**src/rtl/core/sps_pkg.sv**
```systemverilog
// shared types, codes and coil tables for the stepper phase sequencer
`timescale 1ns / 1ps

package sps_pkg;

	typedef enum logic [1:0] {
		CMD_TICK = 2'd0,
		CMD_ADD  = 2'd1,
		CMD_STOP = 2'd2
	} cmd_t;

	// unused code 3 runs as full step
	typedef enum logic [1:0] {
		MODE_WAVE = 2'd0,
		MODE_FULL = 2'd1,
		MODE_HALF = 2'd2
	} mode_t;

	localparam int CFG_INDEX_BITS = 3;
	localparam int CFG_DATA_BITS  = 16;
	localparam logic [CFG_INDEX_BITS-1:0] REG_MODE_BASE  = 3'd0;
	localparam logic [CFG_INDEX_BITS-1:0] REG_LIMIT_BASE = 3'd4;

	localparam int COUNT_IN_BITS   = 16;
	localparam int TICK_BITS       = 16;
	localparam int STEPS_OUT_BITS  = 24;
	localparam int SLOTS           = 4;

	localparam logic [3:0] WAVE_TAB [4] = '{4'h1, 4'h2, 4'h4, 4'h8};
	localparam logic [3:0] FULL_TAB [4] = '{4'h3, 4'h6, 4'hC, 4'h9};
	localparam logic [3:0] HALF_TAB [8] = '{4'h1, 4'h3, 4'h2, 4'h6,
		4'h4, 4'hC, 4'h8, 4'h9};

	typedef struct packed {
		logic                      tick;
		logic                      add;
		logic                      stop;
		logic [COUNT_IN_BITS-1:0]  step_count;
		logic                      direction;
		logic                      mode_we;
		logic [1:0]                mode_data;
		logic                      limit_we;
		logic [TICK_BITS-1:0]      limit_data;
	} motor_ctrl_t;

	typedef struct packed {
		logic [3:0] coils;
		logic       stepped;
		logic       busy;
	} motor_status_t;

	function automatic logic [3:0] phase_pattern(input logic [1:0] mode, input logic [2:0] idx);
		logic [3:0] pat;
		case (mode)
			MODE_WAVE: pat = WAVE_TAB[idx[1:0]];
			MODE_HALF: pat = HALF_TAB[idx];
			default:   pat = FULL_TAB[idx[1:0]];
		endcase
		return pat;
	endfunction

endpackage

```
**src/rtl/core/sps_motor.sv**
```systemverilog
// per-motor state: mode, limit, phase, queued steps, tick counter and coils
`timescale 1ns / 1ps

module sps_motor import sps_pkg::*; #(
	parameter int STEP_COUNT_BITS = 24
) (
	input  logic                       clk,
	input  logic                       arst_n,
	input  motor_ctrl_t                ctrl,
	output motor_status_t              status,
	output logic [STEP_COUNT_BITS-1:0] pending
);

	localparam int SUM_BITS = STEP_COUNT_BITS + 1;

	logic [1:0]                 mode_q;
	logic [TICK_BITS-1:0]       limit_q;
	logic [2:0]                 idx_q, idx_d, idx_next;
	logic [STEP_COUNT_BITS-1:0] pend_q, pend_d;
	logic [TICK_BITS-1:0]       tick_q, tick_d;
	logic                       dir_q, dir_d;
	logic [3:0]                 coils_q, coils_d;
	logic                       fire;
	logic                       stepped;
	logic [SUM_BITS-1:0]        add_sum;

	assign fire    = (tick_q >= limit_q) && (pend_q != '0);
	assign add_sum = {1'b0, pend_q} + SUM_BITS'(ctrl.step_count);

	// 4-phase modes wrap on two bits, half step on three
	always_comb begin
		if (mode_q == MODE_HALF) begin
			idx_next = dir_q ? idx_q - 3'd1 : idx_q + 3'd1;
		end else begin
			idx_next = {1'b0, (dir_q ? idx_q[1:0] - 2'd1 : idx_q[1:0] + 2'd1)};
		end
	end

	always_comb begin
		pend_d  = pend_q;
		tick_d  = tick_q;
		idx_d   = idx_q;
		coils_d = coils_q;
		dir_d   = dir_q;
		stepped = 1'b0;
		if (ctrl.tick) begin
			if (fire) begin
				coils_d = phase_pattern(mode_q, idx_q);
				idx_d   = idx_next;
				pend_d  = pend_q - STEP_COUNT_BITS'(1);
				tick_d  = '0;
				stepped = 1'b1;
			end else if (tick_q != '1) begin
				tick_d = tick_q + TICK_BITS'(1);
			end
		end else if (ctrl.add) begin
			// saturate at the top of the queue counter
			pend_d = add_sum[STEP_COUNT_BITS] ? '1 : add_sum[STEP_COUNT_BITS-1:0];
			dir_d  = ctrl.direction;
		end else if (ctrl.stop) begin
			pend_d = '0;
		end
		if (ctrl.mode_we) begin
			idx_d = '0;
		end
	end

	always_ff @(posedge clk or negedge arst_n) begin
		if (!arst_n) begin
			mode_q  <= MODE_FULL;
			limit_q <= '0;
			idx_q   <= '0;
			pend_q  <= '0;
			tick_q  <= '0;
			dir_q   <= 1'b0;
			coils_q <= '0;
		end else begin
			if (ctrl.mode_we) begin
				mode_q <= ctrl.mode_data;
			end
			if (ctrl.limit_we) begin
				limit_q <= ctrl.limit_data;
			end
			idx_q   <= idx_d;
			pend_q  <= pend_d;
			tick_q  <= tick_d;
			dir_q   <= dir_d;
			coils_q <= coils_d;
		end
	end

	assign status.coils   = coils_d;
	assign status.stepped = stepped;
	assign status.busy    = (pend_d != '0);
	assign pending        = pend_d;

endmodule

```
**src/rtl/core/stepper_phase_sequencer.sv**
```systemverilog
// top level of the four-motor unipolar stepper phase sequencer
`timescale 1ns / 1ps

// commands come in on cmd_valid/cmd_ready: a time base tick, an add of
// steps with a direction, or a stop; add and stop go to the motor picked
// by motor_sel, a tick to all motors. every command transfer gives exactly
// one result on res_valid/res_ready: the held coil levels of all motors,
// which motors stepped, which still have steps queued, and the queued
// count of the addressed motor. the motor state and the result register
// update at the edge that takes the command. throughput is one command per
// cycle; the only limit is the single result register, so cmd_ready drops
// only while a result waits and res_ready is low, and comes back as soon
// as the receiver takes it. mode and limit registers are written through
// cfg_we/cfg_index/cfg_data; the user must do so only while no command is
// in flight; the block does not enforce it. a mode write returns that
// motor to phase zero. reset puts every motor in full step with limit
// zero, no steps queued, all coils off, and empties the result register.
module stepper_phase_sequencer import sps_pkg::*; #(
	parameter int MOTORS          = 4,
	parameter int STEP_COUNT_BITS = 24
) (
	input  logic                      clk,
	input  logic                      arst_n,
	input  logic                      cfg_we,
	input  logic [CFG_INDEX_BITS-1:0] cfg_index,
	input  logic [CFG_DATA_BITS-1:0]  cfg_data,
	input  logic                      cmd_valid,
	output logic                      cmd_ready,
	input  logic [1:0]                cmd,
	input  logic [1:0]                motor_sel,
	input  logic [COUNT_IN_BITS-1:0]  step_count,
	input  logic                      direction,
	output logic                      res_valid,
	input  logic                      res_ready,
	output logic [15:0]               coil_drive,
	output logic [3:0]                stepped_mask,
	output logic [3:0]                busy_mask,
	output logic [STEPS_OUT_BITS-1:0] steps_left
);

	logic                  accept;
	logic                  res_valid_q;
	logic [15:0]           coil_drive_q;
	logic [3:0]            stepped_mask_q;
	logic [3:0]            busy_mask_q;
	logic [STEPS_OUT_BITS-1:0] steps_left_q;
	logic                  is_mode_reg;
	logic [1:0]            cfg_motor;
	logic                  sel_ok;
	logic [15:0]           coils_all;
	logic [3:0]            stepped_all;
	logic [3:0]            busy_all;
	logic [STEPS_OUT_BITS-1:0] pend_all [SLOTS];

	assign cmd_ready   = !res_valid_q || res_ready;
	assign accept      = cmd_valid && cmd_ready;
	assign is_mode_reg = (cfg_index < REG_LIMIT_BASE);
	assign cfg_motor   = cfg_index[1:0];
	assign sel_ok      = ({1'b0, motor_sel} < 3'(MOTORS));

	for (genvar m = 0; m < SLOTS; m++) begin : g_motor
		if (m < MOTORS) begin : g_on
			motor_ctrl_t                ctrl;
			motor_status_t              status;
			logic [STEP_COUNT_BITS-1:0] pending;

			always_comb begin
				ctrl.tick       = accept && (cmd == CMD_TICK);
				ctrl.add        = accept && (cmd == CMD_ADD) && (motor_sel == 2'(m));
				ctrl.stop       = accept && (cmd == CMD_STOP) && (motor_sel == 2'(m));
				ctrl.step_count = step_count;
				ctrl.direction  = direction;
				ctrl.mode_we    = cfg_we && is_mode_reg && (cfg_motor == 2'(m));
				ctrl.mode_data  = cfg_data[1:0];
				ctrl.limit_we   = cfg_we && !is_mode_reg && (cfg_motor == 2'(m));
				ctrl.limit_data = cfg_data;
			end

			sps_motor #(
				.STEP_COUNT_BITS(STEP_COUNT_BITS)
			) u_motor (
				.clk    (clk),
				.arst_n (arst_n),
				.ctrl   (ctrl),
				.status (status),
				.pending(pending)
			);

			assign coils_all[4*m +: 4] = status.coils;
			assign stepped_all[m]      = status.stepped;
			assign busy_all[m]         = status.busy;
			assign pend_all[m]         = STEPS_OUT_BITS'(pending);
		end else begin : g_off
			assign coils_all[4*m +: 4] = '0;
			assign stepped_all[m]      = 1'b0;
			assign busy_all[m]         = 1'b0;
			assign pend_all[m]         = '0;
		end
	end

	always_ff @(posedge clk or negedge arst_n) begin
		if (!arst_n) begin
			res_valid_q <= 1'b0;
		end else if (accept) begin
			res_valid_q <= 1'b1;
		end else if (res_ready) begin
			res_valid_q <= 1'b0;
		end
	end

	always_ff @(posedge clk) begin
		if (accept) begin
			coil_drive_q   <= coils_all;
			stepped_mask_q <= stepped_all;
			busy_mask_q    <= busy_all;
			steps_left_q   <= sel_ok ? pend_all[motor_sel] : '0;
		end
	end

	assign res_valid    = res_valid_q;
	assign coil_drive   = coil_drive_q;
	assign stepped_mask = stepped_mask_q;
	assign busy_mask    = busy_mask_q;
	assign steps_left   = steps_left_q;

endmodule
```
**config.mk**
```make
export PLATFORM = sky130hd
export DESIGN_NAME = stepper_phase_sequencer
export DESIGN_NICKNAME = d
export VERILOG_FILES = /design/src/rtl/core/sps_pkg.sv /design/src/rtl/core/sps_motor.sv /design/src/rtl/core/stepper_phase_sequencer.sv
export SDC_FILE = /design/constraint.sdc
export NUM_CORES = 1
export LEC_CHECK = 0
export BUFFER_PORTS_ARGS = -buffer_cell sky130_fd_sc_hd__buf_4
export CORE_MARGIN = 4
export CORE_UTILIZATION = 49
export DETAILED_ROUTE_END_ITERATION = 8
export GPL_ROUTABILITY_DRIVEN = 0
export PLACE_DENSITY = 0.69
export SETUP_SLACK_MARGIN = 0.3
export SLEW_MARGIN = 25
export SYNTH_ARGS = -nofsm -noshare
export SYNTH_HDL_FRONTEND = slang
export SYNTH_SLANG_ARGS = --single-unit
export TNS_END_PERCENT = 20
```
**constraint.sdc**
```tcl
create_clock -name clk -period 4 [get_ports clk]
set_input_delay 1.2 -clock clk [delete_from_list [all_inputs] [get_ports clk]]
set_output_delay 1.2 -clock clk [all_outputs]
set_load 0.005 [all_outputs]
```
# Yosys cells after proc, flatten, opt, wreduce, memory -nomap -nowiden
# Memory sizes are Yosys's and may differ from the RTL's.
# Index checks and enable logic that the tools add are counted.
word_totals:
  rom_bits: 128
  register_bits: 313
  memories: 4
  input_bits: 45
op_classes:
  bitwise: 10
  add_sub_neg: 28
  n_mux: 105
  magnitude_cmp: 14
  reduce_logical: 69
  eq_ne: 16
memory_table:
  columns: ["name", "depth", "word_bits", "rd", "rd_ports_with_merged_regs", "write_ports", "line_no", "text"]
  rows:
  - ["(name not given)", 8, 4, 1, 0, 0, "sps_pkg.sv:56", "MODE_HALF: pat = HALF_TAB[idx];"]
  - ["(name not given)", 8, 4, 1, 0, 0, "sps_pkg.sv:56", null]
  - ["(name not given)", 8, 4, 1, 0, 0, "sps_pkg.sv:56", null]
  - ["(name not given)", 8, 4, 1, 0, 0, "sps_pkg.sv:56", null]
ops:
  columns: ["cell", "count"]
  rows:
  - ["two-way mux 24 bit", 22]
  - ["nonzero test 24 bit", 8]
  - ["two-way mux 16 bit", 8]
  - ["two-way mux 4 bit", 32]
  - ["adder 24 x 16 -> 25 bit", 4]
  - ["subtractor 24 x 1 -> 24 bit, second input constant", 4]
  - ["adder 16 x 1 -> 16 bit, second input constant", 4]
  - ["binary-select mux 4 bit (select 2 bit)", 8]
  - [">= comparator 16 bit", 4]
  - ["!= test 16 bit, second input constant", 4]
  - ["two-way mux 3 bit", 20]
  - ["binary-select mux 24 bit (select 2 bit)", 1]
  - ["case mux 4 bit (2 select lines)", 4]
  - ["logical AND 1 bit", 26]
  - ["nonzero test 2 bit", 13]
  - ["AND reduction 2 bit", 12]
  - ["== test 2 bit, second input constant", 9]
  - [">= comparator 4 bit, second input constant", 4]
  - ["inverter 3 -> 4 bit", 4]
  - [">= comparator 3 bit, second input constant", 5]
  - ["inverter 2 -> 3 bit", 5]
  - ["zero test 2 bit", 7]
  - ["adder 3 x 1 -> 3 bit, second input constant", 4]
  - ["subtractor 3 x 1 -> 3 bit, second input constant", 4]
  - ["9 further kinds", 26]

# Longest topological paths before layout
# Gate-level depths: netlist of the first run.
logic_depth:
  word_depth: 11
  mapped_depth: 15
  depth_no_buf: 14

# Hierarchy
# From an unflattened synthesis of the first run, not the netlist that was laid out.
hier_totals:
  hier_cells: 2611
  hier_area_um2: 22913.2
by_module_without_submodules:
  columns: ["module", "area_each_um2", "cells_each", "seq_area_each_um2", "instances"]
  rows:
  - ["sps_motor (g_motor[1].g_on.u_motor ...)", 5129.9, 623, 1652.8, 2]
  - ["sps_motor (g_motor[3].g_on.u_motor)", 5173.7, 628, 1652.8, 1]
  - ["sps_motor (g_motor[0].g_on.u_motor)", 5163.7, 620, 1652.8, 1]
  - ["stepper_phase_sequencer", 2316.0, 117, 1466.4, 1]

# Worst setup path after synthesis of the first run
# Ideal clock, no wire load.
synth_timing:
  path_type: "input port to flip-flop"
  from: "input step_count[0]"
  to: "register busy_mask_q[2], in the netlist busy_mask[2], data pin"
  stages: 13
  t_arrival_ns: 4.341
  setup_slack_ns: -0.609
  path_buffers: 0
  required_time_ns: 3.732
  path_cell_list: "ha_1 -> fa_1 -> a211oi_1 -> o211ai_1 -> and2_1 -> o31ai_1 -> nor2_1 -> o31ai_1 -> o21ai_0 -> or4_1 -> nor4_1 -> and4b_1 -> nand4b_1"
synth_lines:
  columns: ["item", "line_no", "text"]
  rows:
  - ["start, declared", "stepper_phase_sequencer.sv:31", "input logic [COUNT_IN_BITS-1:0] step_count,"]
  - ["end signal, assigned", "stepper_phase_sequencer.sv:115", "busy_mask_q <= busy_all;"]
  - ["end, declared", "stepper_phase_sequencer.sv:45", "logic [3:0] busy_mask_q;"]

==> impl_results.html, run 1 <==
<table>
<tr><th>Metric</th><th>Value</th></tr>
<tr><th colspan="2">Power</th></tr>
<tr><td>Fraction of power spent switching nets</td><td>0.379</td></tr>
<tr><td>Pwr/cell area</td><td>between 500 and 600 mW/mm^2</td></tr>
<tr><td>Fraction of power consumed by sequential logic</td><td>0.314</td></tr>
<tr><td>Static leakage</td><td>12.8 nW</td></tr>
<tr><td>Power Internal</td><td>between 9 and 10 mW</td></tr>
<tr><td>Maximum VDD drop</td><td>~0.00030 V</td></tr>
<tr><td>Overall power</td><td>14.5 mW</td></tr>
<tr><td>Psw</td><td>about 5.5 mW</td></tr>
<tr><td>Clock share of power</td><td>0.243</td></tr>
<tr><td>Comb power frac</td><td>0.443</td></tr>
<tr><th colspan="2">Clocking</th></tr>
<tr><td>Hold-fix buffer count after cts</td><td>0</td></tr>
<tr><td>Clock root buffer master</td><td>sky130_fd_sc_hd__clkbuf_16</td></tr>
<tr><td>Later-pin clock latency in the skew report</td><td>around 560 ps</td></tr>
<tr><td>Number of H-tree levels</td><td>2</td></tr>
<tr><td>Clock transition at the registers of the reported paths</td><td>60 ps</td></tr>
<tr><td>Clk buf depth</td><td>3</td></tr>
<tr><td>Sink Count</td><td>313</td></tr>
<tr><td>TritonCTS clock tree</td><td>built</td></tr>
<tr><td>Clock buffer count from CTS</td><td>37</td></tr>
<tr><th colspan="2">STA</th></tr>
<tr><td>Min Clock Period, post-route</td><td>4250 ps</td></tr>
<tr><td>Worst Hold Margin</td><td>~480 ps</td></tr>
<tr><td>Number of failing setup endpoints in the final timing report</td><td>3</td></tr>
<tr><td>Hold violation count in the final report</td><td>0</td></tr>
<tr><td>Fmax</td><td>236 MHz</td></tr>
<tr><td>Slew Limit Fails</td><td>0</td></tr>
<tr><td>Clock tree skew after final layout</td><td>approximately 13 ps</td></tr>
<tr><td>Worst Max-Slew Pin Slew</td><td>between 800 and 900 ps</td></tr>
<tr><td>Unrepaired setup endpoints after global routing</td><td>yes</td></tr>
<tr><td>Worst relative slew slack</td><td>0.411</td></tr>
<tr><td>Period utilisation layout</td><td>1.06</td></tr>
<tr><td>Post-route worst setup slack</td><td>-245 ps</td></tr>
<tr><th colspan="2">Critical path</th></tr>
<tr><td>Family with the most delay on the worst path</td><td>simple AND/OR/NAND/NOR gates</td></tr>
<tr><td>Critical Path End Type</td><td>register</td></tr>
<tr><td>Critical path's largest stage delay</td><td>between 500 and 600 ps</td></tr>
<tr><td>Worst endpoint data arrival time</td><td>4540 ps</td></tr>
<tr><td>Worst setup path category</td><td>register to register</td></tr>
<tr><td>Cell mode on critical path</td><td>sky130_fd_sc_hd__nand4_1</td></tr>
<tr><td>CP Cell Sequence</td><td>ha_4, nand4_1, or4_4, o32a_1, buf_4, a21oi_4, a31oi_1, o21ai_0, o311ai_1, or4b_4, nor4b_2, nand4_1, or4_1</td></tr>
<tr><td>CP startpoint kind</td><td>register</td></tr>
<tr><td>Slowest library cell on the worst path</td><td>sky130_fd_sc_hd__or4_4</td></tr>
<tr><td>Worst Reg2Reg Path Length in Cells</td><td>13</td></tr>
<tr><td>Critical path peak fanout</td><td>5</td></tr>
<tr><td>Combined buffer and inverter count along the critical path</td><td>1</td></tr>
<tr><td>FF-to-FF setup slack</td><td>-250 ps</td></tr>
<tr><td>Required time at the endpoint of the critical path</td><td>4290 ps</td></tr>
<tr><td>Critical Path Stages</td><td>13</td></tr>
<tr><th colspan="2">Final layout</th></tr>
<tr><td>Filler Cell Count</td><td>approximately 3500</td></tr>
<tr><td>Flip-flop and latch area</td><td>around 0.0081 mm^2</td></tr>
<tr><td>Fraction of layout instances using a drive strength above 1</td><td>0.300</td></tr>
<tr><td>Post-route insts no fill</td><td>3478</td></tr>
<tr><td>Utilization after layout</td><td>0.656</td></tr>
<tr><td>Final #Nets</td><td>about 3100</td></tr>
<tr><td>Synth-to-layout area growth</td><td>31.5%</td></tr>
<tr><td>Combined area of the multi-input logic cells</td><td>around 0.014 mm^2</td></tr>
<tr><th colspan="2">Die</th></tr>
<tr><td>Full die area</td><td>~0.048 mm^2</td></tr>
<tr><td>Starting density of the core</td><td>0.499</td></tr>
<tr><td>Ports</td><td>95</td></tr>
<tr><td># rows</td><td>76</td></tr>
<tr><td>Chip Height</td><td>218 um</td></tr>
<tr><td>Placeable core region</td><td>between 0.04 and 0.05 mm^2</td></tr>
<tr><td>DIE WIDTH</td><td>about 220 um</td></tr>
<tr><th colspan="2">Global route</th></tr>
<tr><td>First-pass GRT wire length</td><td>approximately 120000 um</td></tr>
<tr><td>Pin count of the biggest net entering global routing</td><td>between 80 and 90</td></tr>
<tr><td>Number of global-route vias before repair</td><td>21200</td></tr>
<tr><td>Antenna violations before repair</td><td>4</td></tr>
<tr><td>Total overflow reported by the global router</td><td>0</td></tr>
<tr><td>Global routing usage summed across all routing layers</td><td>0.304</td></tr>
<tr><th colspan="2">Yosys</th></tr>
<tr><td>Part of the Yosys area used for sequential elements</td><td>0.373</td></tr>
<tr><td>Number of flops mapped to enable cells by yosys</td><td>between 40 and 50</td></tr>
<tr><td>Count of different cell masters after synthesis</td><td>between 80 and 90</td></tr>
<tr><td>Number of instances in the synthesized netlist</td><td>roughly 2400</td></tr>
<tr><td>Yosys warnings</td><td>0</td></tr>
<tr><td>#FFs+latches synth</td><td>313</td></tr>
<tr><td>Flip-flop cell with the highest count after synthesis</td><td>sky130_fd_sc_hd__dfrtp_1</td></tr>
<tr><td>Syn nets</td><td>2603</td></tr>
<tr><td>Syn avg cell area</td><td>roughly 9 um^2</td></tr>
<tr><td>Fraction of registers with async set/reset</td><td>0.847</td></tr>
<tr><td>Netlist area before placement</td><td>roughly 0.022 mm^2</td></tr>
<tr><th colspan="2">Routing</th></tr>
<tr><td>Via density</td><td>6.13</td></tr>
<tr><td>Vias</td><td>around 21000</td></tr>
<tr><td>First-iteration detailed-routing DRC count</td><td>~2100</td></tr>
<tr><td>Routed Antenna Nets</td><td>0</td></tr>
<tr><td>Number of iterations in the first detailed-routing pass</td><td>6</td></tr>
<tr><td>Drt wl/cell</td><td>21.2 um</td></tr>
<tr><td>Wire length after detailed routing</td><td>73800 um</td></tr>
<tr><td>DRC violation count after routing</td><td>0</td></tr>
<tr><th colspan="2">Run status</th></tr>
<tr><td>Run status</td><td>finished, violations left</td></tr>
<tr><td>Violations in the final reports</td><td>setup timing</td></tr>
<tr><th colspan="2">Hold path</th></tr>
<tr><td>Hold Crit Depth</td><td>2</td></tr>
<tr><td>Path type of the worst min-delay path</td><td>register to register</td></tr>
<tr><th colspan="2">Place</th></tr>
<tr><td>Placed instance count</td><td>3381</td></tr>
<tr><td>Quantity of I/O buffers inserted on ports</td><td>94</td></tr>
<tr><td>Worst Setup Slack post-DPL</td><td>-733 ps</td></tr>
<tr><td>HPWL reported at the end of detailed placement</td><td>56100 um</td></tr>
<tr><th colspan="2">Run</th></tr>
<tr><td># Max-Cap Violations</td><td>0</td></tr>
</table>
==> through the flow <==
step	TNS (ps)	instance area (um^2)
final	-347	28400
after global routing	-812	28400
after CTS	-241	27800
after detailed placement	-13430	26100
after global placement	-11230	26100
after floorplan	-612	21900
==> registers in the layout, summed over array words and instances, names as in the netlist <==
name,flops
g_motor.g_on.u_motor.limit_q,64
g_motor.g_on.u_motor.mode_q,8
g_motor.g_on.u_motor.idx_q,12
g_motor.g_on.u_motor.pend_q,96
res_valid,1
coil_drive,16
busy_mask,4
g_motor.g_on.u_motor.tick_q,64
stepped_mask,4
g_motor.g_on.u_motor.dir_q,4
steps_left,24
g_motor.g_on.u_motor.coils_q,16
==> power by group through the flow <==
| stage | registers (mW) | logic, mW | clock network, mW |
|---|---|---|---|
| after CTS | 4.50 | 6.02 | 3.55 |
| after global placement | 4.52 | 5.66 | 0 |
| after global routing | 4.62 | 6.96 | 3.70 |
| final | 4.55 | 6.42 | 3.51 |
| after detailed placement | 4.55 | 5.83 | 0 |
| after floorplan | 4.29 | 3.51 | 0 |
==> cells in the mapped netlist, types with 5 or more instances <==
cell                        number  area share
sky130_fd_sc_hd__dfrtp_1       261        0.30
sky130_fd_sc_hd__nand2_1       227       0.039
sky130_fd_sc_hd__nor2_1        208       0.036
sky130_fd_sc_hd__o21ai_0       170       0.039
sky130_fd_sc_hd__a21oi_1       160       0.037
sky130_fd_sc_hd__ha_1          160       0.093
sky130_fd_sc_hd__inv_1         113       0.020
sky130_fd_sc_hd__clkbuf_1       82       0.014
sky130_fd_sc_hd__nand3_1        82       0.019
sky130_fd_sc_hd__xor2_1         78       0.032
sky130_fd_sc_hd__xnor2_1        77       0.031
sky130_fd_sc_hd__mux2_2         69       0.036
sky130_fd_sc_hd__nor3_1         68       0.016
sky130_fd_sc_hd__edfxtp_1       48       0.067
sky130_fd_sc_hd__and3_1         45       0.013
sky130_fd_sc_hd__o211ai_1       43       0.015
sky130_fd_sc_hd__nand4_1        34      0.0098
sky130_fd_sc_hd__nor4_1         29      0.0084
sky130_fd_sc_hd__o22ai_1        28      0.0081
sky130_fd_sc_hd__nand2b_1       27      0.0078
sky130_fd_sc_hd__a31oi_1        25      0.0072
sky130_fd_sc_hd__a211oi_1       24      0.0083
sky130_fd_sc_hd__or4_1          24      0.0083
sky130_fd_sc_hd__or3_1          23      0.0067
sky130_fd_sc_hd__a21o_1         21      0.0073
sky130_fd_sc_hd__and2_1         21      0.0061
sky130_fd_sc_hd__mux4_2         20       0.021
sky130_fd_sc_hd__mux2i_1        18      0.0083
sky130_fd_sc_hd__o31ai_1        12      0.0042
sky130_fd_sc_hd__or2_2          11      0.0032
sky130_fd_sc_hd__and4_1         10      0.0040
sky130_fd_sc_hd__nor3b_1        10      0.0035
sky130_fd_sc_hd__o311ai_0        9      0.0036
sky130_fd_sc_hd__a21boi_0        8      0.0028
sky130_fd_sc_hd__fa_1            8      0.0074
sky130_fd_sc_hd__o21a_1          8      0.0028
sky130_fd_sc_hd__a22oi_1         7      0.0024
sky130_fd_sc_hd__buf_1           7      0.0012
sky130_fd_sc_hd__nand4b_1        7      0.0028
sky130_fd_sc_hd__o21bai_1        7      0.0024
sky130_fd_sc_hd__nor2b_1         6      0.0017
sky130_fd_sc_hd__nand3b_1        5      0.0017
sky130_fd_sc_hd__o2111ai_1       5      0.0020
sky130_fd_sc_hd__o31a_1          5      0.0020
sky130_fd_sc_hd__o32ai_1         5      0.0020
==> metal layers <==
| metal | share of wire | wire length [um] | GRT usage |
|---|---|---|---|
| met1 | 0.40 | 29200 | 0.394 |
| met5 | 0.00037 | 27 | 0 |
| met3 | 0.091 | 6740 | 0.0684 |
| met4 | 0.050 | 3700 | 0.126 |
| met2 | 0.46 | 34200 | 0.494 |
==> tightest hold or removal path: stages, from the launching register on <==
cell,delay [ps]
sky130_fd_sc_hd__dfrtp_1,320
sky130_fd_sc_hd__nand2_1,40
sky130_fd_sc_hd__o21ai_0,80
==> placed cells by master, fill, tap and decap left out, types with 69 or more instances in the layout <==
cell,netlist,final
sky130_fd_sc_hd__xnor2_1,77,75
sky130_fd_sc_hd__nand2_1,227,218
sky130_fd_sc_hd__inv_1,113,108
sky130_fd_sc_hd__a21oi_1,160,145
sky130_fd_sc_hd__nor2_1,208,202
sky130_fd_sc_hd__buf_4,1,506
sky130_fd_sc_hd__o21ai_0,170,140
sky130_fd_sc_hd__ha_1,160,146
sky130_fd_sc_hd__nand3_1,82,79
sky130_fd_sc_hd__dfrtp_1,261,261
sky130_fd_sc_hd__xor2_1,78,78
sky130_fd_sc_hd__mux2_2,69,69
==> cells by family after synthesis <==
family	Yosys count	share of synthesized area
simple gates	849	0.193
compound gates	590	0.169
flops	313	0.373
buf+inv	208	0.0371
fa+ha+maj	168	0.100
xor+xnor	155	0.0628
mux	107	0.0651
==> layout make-up <==
type,instances,share of cell area
Clock buffer,49,0.0382
Sequential cell,313,0.284
Inverter,114,0.0150
Timing Repair Buffer,528,0.144
Tap cell,585,0.0257
Antenna cell,2,0.000176
Clock inverter,18,0.00647
Multi-Input combinational cell,1869,0.486
==> path summary, 6_finish.rpt <==
path | startpoint | to
min in group asynchronous | arst_n | g_motor[2].g_on.u_motor.coils_q[1]$_DFF_PN0_
min | g_motor[3].g_on.u_motor.coils_q[1]$_DFF_PN0_ | g_motor[3].g_on.u_motor.coils_q[1]$_DFF_PN0_
max | g_motor[3].g_on.u_motor.tick_q[14]$_DFFE_PN0P_ | busy_mask[3]$_DFFE_PP_
max reg2reg | g_motor[3].g_on.u_motor.tick_q[14]$_DFFE_PN0P_ | busy_mask[3]$_DFFE_PP_
max in group asynchronous | arst_n | g_motor[2].g_on.u_motor.tick_q[7]$_DFFE_PN0P_
min reg2reg | g_motor[3].g_on.u_motor.coils_q[1]$_DFF_PN0_ | g_motor[3].g_on.u_motor.coils_q[1]$_DFF_PN0_
==> repair_timing <==
action	4_1_cts	5_1_grt
endpoints found under the setup margin	30	39
pin swaps	54	62
setup buffers	7	21
cloned	0	0
hold endpoints to repair	0	0
gates resized for setup	98	92
Note: power is estimated with default switching activity, not from simulation.
==> run 2: changes to the inputs <==
CAP_MARGIN = 20   (was default)
RECOVER_POWER = 50   (was default)
==> impl_results.html, run 2 (synthesis gave the netlist of run 1 again) <==
<table>
<tr><th>Metric</th><th>Value</th></tr>
<tr><th colspan="2">STA</th></tr>
<tr><td>Min Clock Period, post-route</td><td>4250 ps (+3.06 ps)</td></tr>
<tr><td>Setup TNS Final</td><td>-347 ps (-0.472 ps)</td></tr>
<tr><td>Post-route worst setup slack</td><td>-248 ps (-3.06 ps)</td></tr>
<tr><td>Clock tree skew after final layout</td><td>13.2 ps (+0.403 ps)</td></tr>
<tr><td>Worst Max-Slew Pin Slew</td><td>2340 ps (+1460 ps)</td></tr>
<tr><td>Number of failing setup endpoints in the final timing report</td><td>3 (unchanged)</td></tr>
<tr><td>Period utilisation layout</td><td>1.06 (about the same)</td></tr>
<tr><td>Slew Limit Fails</td><td>134 (+134)</td></tr>
<tr><td>Worst relative slew slack</td><td>-0.561 (-0.973)</td></tr>
<tr><td>Fmax</td><td>235 MHz (about the same)</td></tr>
<tr><td>Hold violation count in the final report</td><td>0 (unchanged)</td></tr>
<tr><td>Unrepaired setup endpoints after global routing</td><td>yes</td></tr>
<tr><th colspan="2">Final layout</th></tr>
<tr><td>Registers with the most flip-flops</td><td>g_motor.g_on.u_motor.pend_q x96, g_motor.g_on.u_motor.limit_q x64, g_motor.g_on.u_motor.tick_q x64</td></tr>
<tr><td>Flip-flop and latch area</td><td>0.00808 mm^2 (unchanged)</td></tr>
<tr><td>Synth-to-layout area growth</td><td>31.1%</td></tr>
<tr><td>Final #Nets</td><td>3076 (unchanged)</td></tr>
<tr><td>Register ranked first by flip-flop count</td><td>g_motor.g_on.u_motor.pend_q</td></tr>
<tr><td>Most frequent standard cell in the layout excluding fill and tap cells</td><td>sky130_fd_sc_hd__buf_4</td></tr>
<tr><td>Post-route insts no fill</td><td>3478 (unchanged)</td></tr>
<tr><td>Max reg flops</td><td>96 (unchanged)</td></tr>
<tr><td>Filler Cell Count</td><td>3478 (+0.43%)</td></tr>
<tr><td>Fraction of layout instances using a drive strength above 1</td><td>0.296 (-0.00311)</td></tr>
<tr><td>Most frequent cells in the layout</td><td>sky130_fd_sc_hd__buf_4 (492), sky130_fd_sc_hd__dfrtp_1 (261), sky130_fd_sc_hd__nand2_1 (218)</td></tr>
<tr><td>Combined area of the multi-input logic cells</td><td>0.0138 mm^2 (about the same)</td></tr>
<tr><th colspan="2">Clocking</th></tr>
<tr><td>Clk buf depth</td><td>3 (unchanged)</td></tr>
<tr><td>Clock root buffer master</td><td>sky130_fd_sc_hd__clkbuf_16</td></tr>
<tr><td>Clock buffer count from CTS</td><td>37 (unchanged)</td></tr>
<tr><td>Hold-fix buffer count after cts</td><td>0 (unchanged)</td></tr>
<tr><td>Number of H-tree levels</td><td>2 (unchanged)</td></tr>
<tr><td>Later-pin clock latency in the skew report</td><td>560 ps (about the same)</td></tr>
<tr><td>Clock transition at the registers of the reported paths</td><td>60 ps (about the same)</td></tr>
<tr><td>TritonCTS clock tree</td><td>built</td></tr>
<tr><td>Sink Count</td><td>313 (unchanged)</td></tr>
<tr><th colspan="2">Routing</th></tr>
<tr><td>Via density</td><td>6.16 (+0.41%)</td></tr>
<tr><td>DRC violation count after routing</td><td>0 (unchanged)</td></tr>
<tr><td>Vias</td><td>21400 (+0.41%)</td></tr>
<tr><td>First-iteration detailed-routing DRC count</td><td>1952 (-6.9%)</td></tr>
<tr><td>Highest layer used for signal routing</td><td>met5</td></tr>
<tr><td>Number of iterations in the first detailed-routing pass</td><td>6 (unchanged)</td></tr>
<tr><td>Drt wl/cell</td><td>21.2 um (about the same)</td></tr>
<tr><td>Routed length on met3</td><td>6880 um (+2.1%)</td></tr>
<tr><td>Met1 Routed Length</td><td>29200 um (about the same)</td></tr>
<tr><td>Routed wl met2</td><td>33900 um (-0.70%)</td></tr>
<tr><td>Routed Antenna Nets</td><td>0 (unchanged)</td></tr>
<tr><td>Wire length after detailed routing</td><td>73800 um (about the same)</td></tr>
<tr><th colspan="2">Die</th></tr>
<tr><td>Full die area</td><td>0.0476 mm^2 (unchanged)</td></tr>
<tr><td>DIE WIDTH</td><td>218 um (unchanged)</td></tr>
<tr><td>Ports</td><td>95 (unchanged)</td></tr>
<tr><td>Starting density of the core</td><td>0.499 (unchanged)</td></tr>
<tr><td>Placeable core region</td><td>0.0434 mm^2 (unchanged)</td></tr>
<tr><td># rows</td><td>76 (unchanged)</td></tr>
<tr><td>Chip Height</td><td>218 um (unchanged)</td></tr>
<tr><th colspan="2">Global route</th></tr>
<tr><td>Antenna violations before repair</td><td>4 (unchanged)</td></tr>
<tr><td>Total overflow reported by the global router</td><td>0 (unchanged)</td></tr>
<tr><td>Global routing usage summed across all routing layers</td><td>0.304 (unchanged)</td></tr>
<tr><td>Number of global-route vias before repair</td><td>21200 (unchanged)</td></tr>
<tr><td>Pin count of the biggest net entering global routing</td><td>85 (unchanged)</td></tr>
<tr><td>First-pass GRT wire length</td><td>115000 um (unchanged)</td></tr>
<tr><th colspan="2">Run</th></tr>
<tr><td># Max-Cap Violations</td><td>2 (+2)</td></tr>
<tr><th colspan="2">Run status</th></tr>
<tr><td>Run status</td><td>finished, violations left</td></tr>
<tr><td>Violations in the final reports</td><td>capacitance limit, slew limit, setup timing</td></tr>
<tr><th colspan="2">Power</th></tr>
<tr><td>Overall power</td><td>14.5 mW (about the same)</td></tr>
<tr><td>Maximum VDD drop</td><td>0.000303 V (about the same)</td></tr>
<tr><td>Pwr/cell area</td><td>510 mW/mm^2 (+0.17%)</td></tr>
<tr><td>Static leakage</td><td>12.8 nW (-0.34%)</td></tr>
<tr><th colspan="2">Critical path</th></tr>
<tr><td>Worst setup path category</td><td>register to register</td></tr>
<tr><td>CP startpoint kind</td><td>register</td></tr>
<tr><td>FF-to-FF setup slack</td><td>-250 ps (about the same)</td></tr>
<tr><td>Critical path peak fanout</td><td>2 (-3)</td></tr>
<tr><td>Critical Path End Type</td><td>register</td></tr>
<tr><td>Required time at the endpoint of the critical path</td><td>4290 ps (about the same)</td></tr>
<tr><td>Worst endpoint data arrival time</td><td>4540 ps (about the same)</td></tr>
<tr><th colspan="2">Place</th></tr>
<tr><td>HPWL reported at the end of detailed placement</td><td>56100 um (unchanged)</td></tr>
<tr><td>Quantity of I/O buffers inserted on ports</td><td>94 (unchanged)</td></tr>
<tr><td>Placed instance count</td><td>3381 (unchanged)</td></tr>
<tr><th colspan="2">Hold path</th></tr>
<tr><td>Path type of the worst min-delay path</td><td>register to register</td></tr>
</table>
-- run 2: cell count changes in the layout (fill, tap and decap cells not counted), sizes merged --
cell | previous run | this run
buf | 528 | 512
clkbuf | 49 | 65
-- run 2: through the flow --
step	utilization	area, um^2	worst slack (ps)	hold WS, ps
after floorplan	-	21900	-308	451
final	0.654	28400	-248	481
after detailed placement	0.602	26100	-733	479
after CTS	0.642	27800	-218	491
after global routing	0.654	28400	-366	508
after global placement	0.602	26100	-656	464
-- run 2: worst paths after layout --
check                                                               start                                            to  cells past startpoint
min                          g_motor[2].g_on.u_motor.coils_q[0]$_DFF_PN0_  g_motor[2].g_on.u_motor.coils_q[0]$_DFF_PN0_                      2
max in group asynchronous                                          arst_n  g_motor[3].g_on.u_motor.pend_q[19]$_DFF_PN0_                      2
max                        g_motor[3].g_on.u_motor.tick_q[14]$_DFFE_PN0P_                        busy_mask[3]$_DFFE_PP_                     14
min in group asynchronous                                          arst_n  g_motor[1].g_on.u_motor.pend_q[16]$_DFF_PN0_                      1
max reg2reg                g_motor[3].g_on.u_motor.tick_q[14]$_DFFE_PN0P_                        busy_mask[3]$_DFFE_PP_                     14
min reg2reg                  g_motor[2].g_on.u_motor.coils_q[0]$_DFF_PN0_  g_motor[2].g_on.u_motor.coils_q[0]$_DFF_PN0_                      2
-- run 2: worst max-delay path: stages (launching register included) --
cell and delay, ps:
sky130_fd_sc_hd__dfrtp_1 420, sky130_fd_sc_hd__ha_4 280, sky130_fd_sc_hd__nand4_1 150, sky130_fd_sc_hd__or4_4 550, sky130_fd_sc_hd__o32a_1 410, sky130_fd_sc_hd__buf_4 190
sky130_fd_sc_hd__a211oi_2 210, sky130_fd_sc_hd__buf_4 160, sky130_fd_sc_hd__nor3b_4 170, sky130_fd_sc_hd__xnor2_1 130, sky130_fd_sc_hd__o211ai_1 140, sky130_fd_sc_hd__or4_4 540
sky130_fd_sc_hd__a21oi_2 120, sky130_fd_sc_hd__nand4_1 90, sky130_fd_sc_hd__or4_1 420
-- run 2: repair_timing --
item / CTS / global route
pin swaps: 54 / 62
buffers inserted: 7 / 21
resized for setup: 98 / 92
endpoints found under the setup margin: 30 / 39
-- run 2: per-layer routing --
metal / global-route usage / up-vias
met4: 0.126 / 4
met2: 0.494 / 1049
met1: 0.394 / 10400
met5: 0 / -
li1: - / 9698
met3: 0.0684 / 270
-- run 2: report_power, final --
group          internal, mW  leakage, nW  switching, mW
clock                  2.12        0.614           1.40
combinational          3.06         8.25           3.35
sequential             3.82         3.91          0.734
total                  8.99         12.8           5.48
-- run 2: final cells by class --
type / instances / area share
clock buffers: 49 / 0.0383
flip-flops and latches: 313 / 0.285
inverters: 114 / 0.0151
well taps: 585 / 0.0258
diodes: 2 / 0.000176
repair buffers: 528 / 0.142
clock inverters: 18 / 0.00649
multi-input cells: 1869 / 0.487
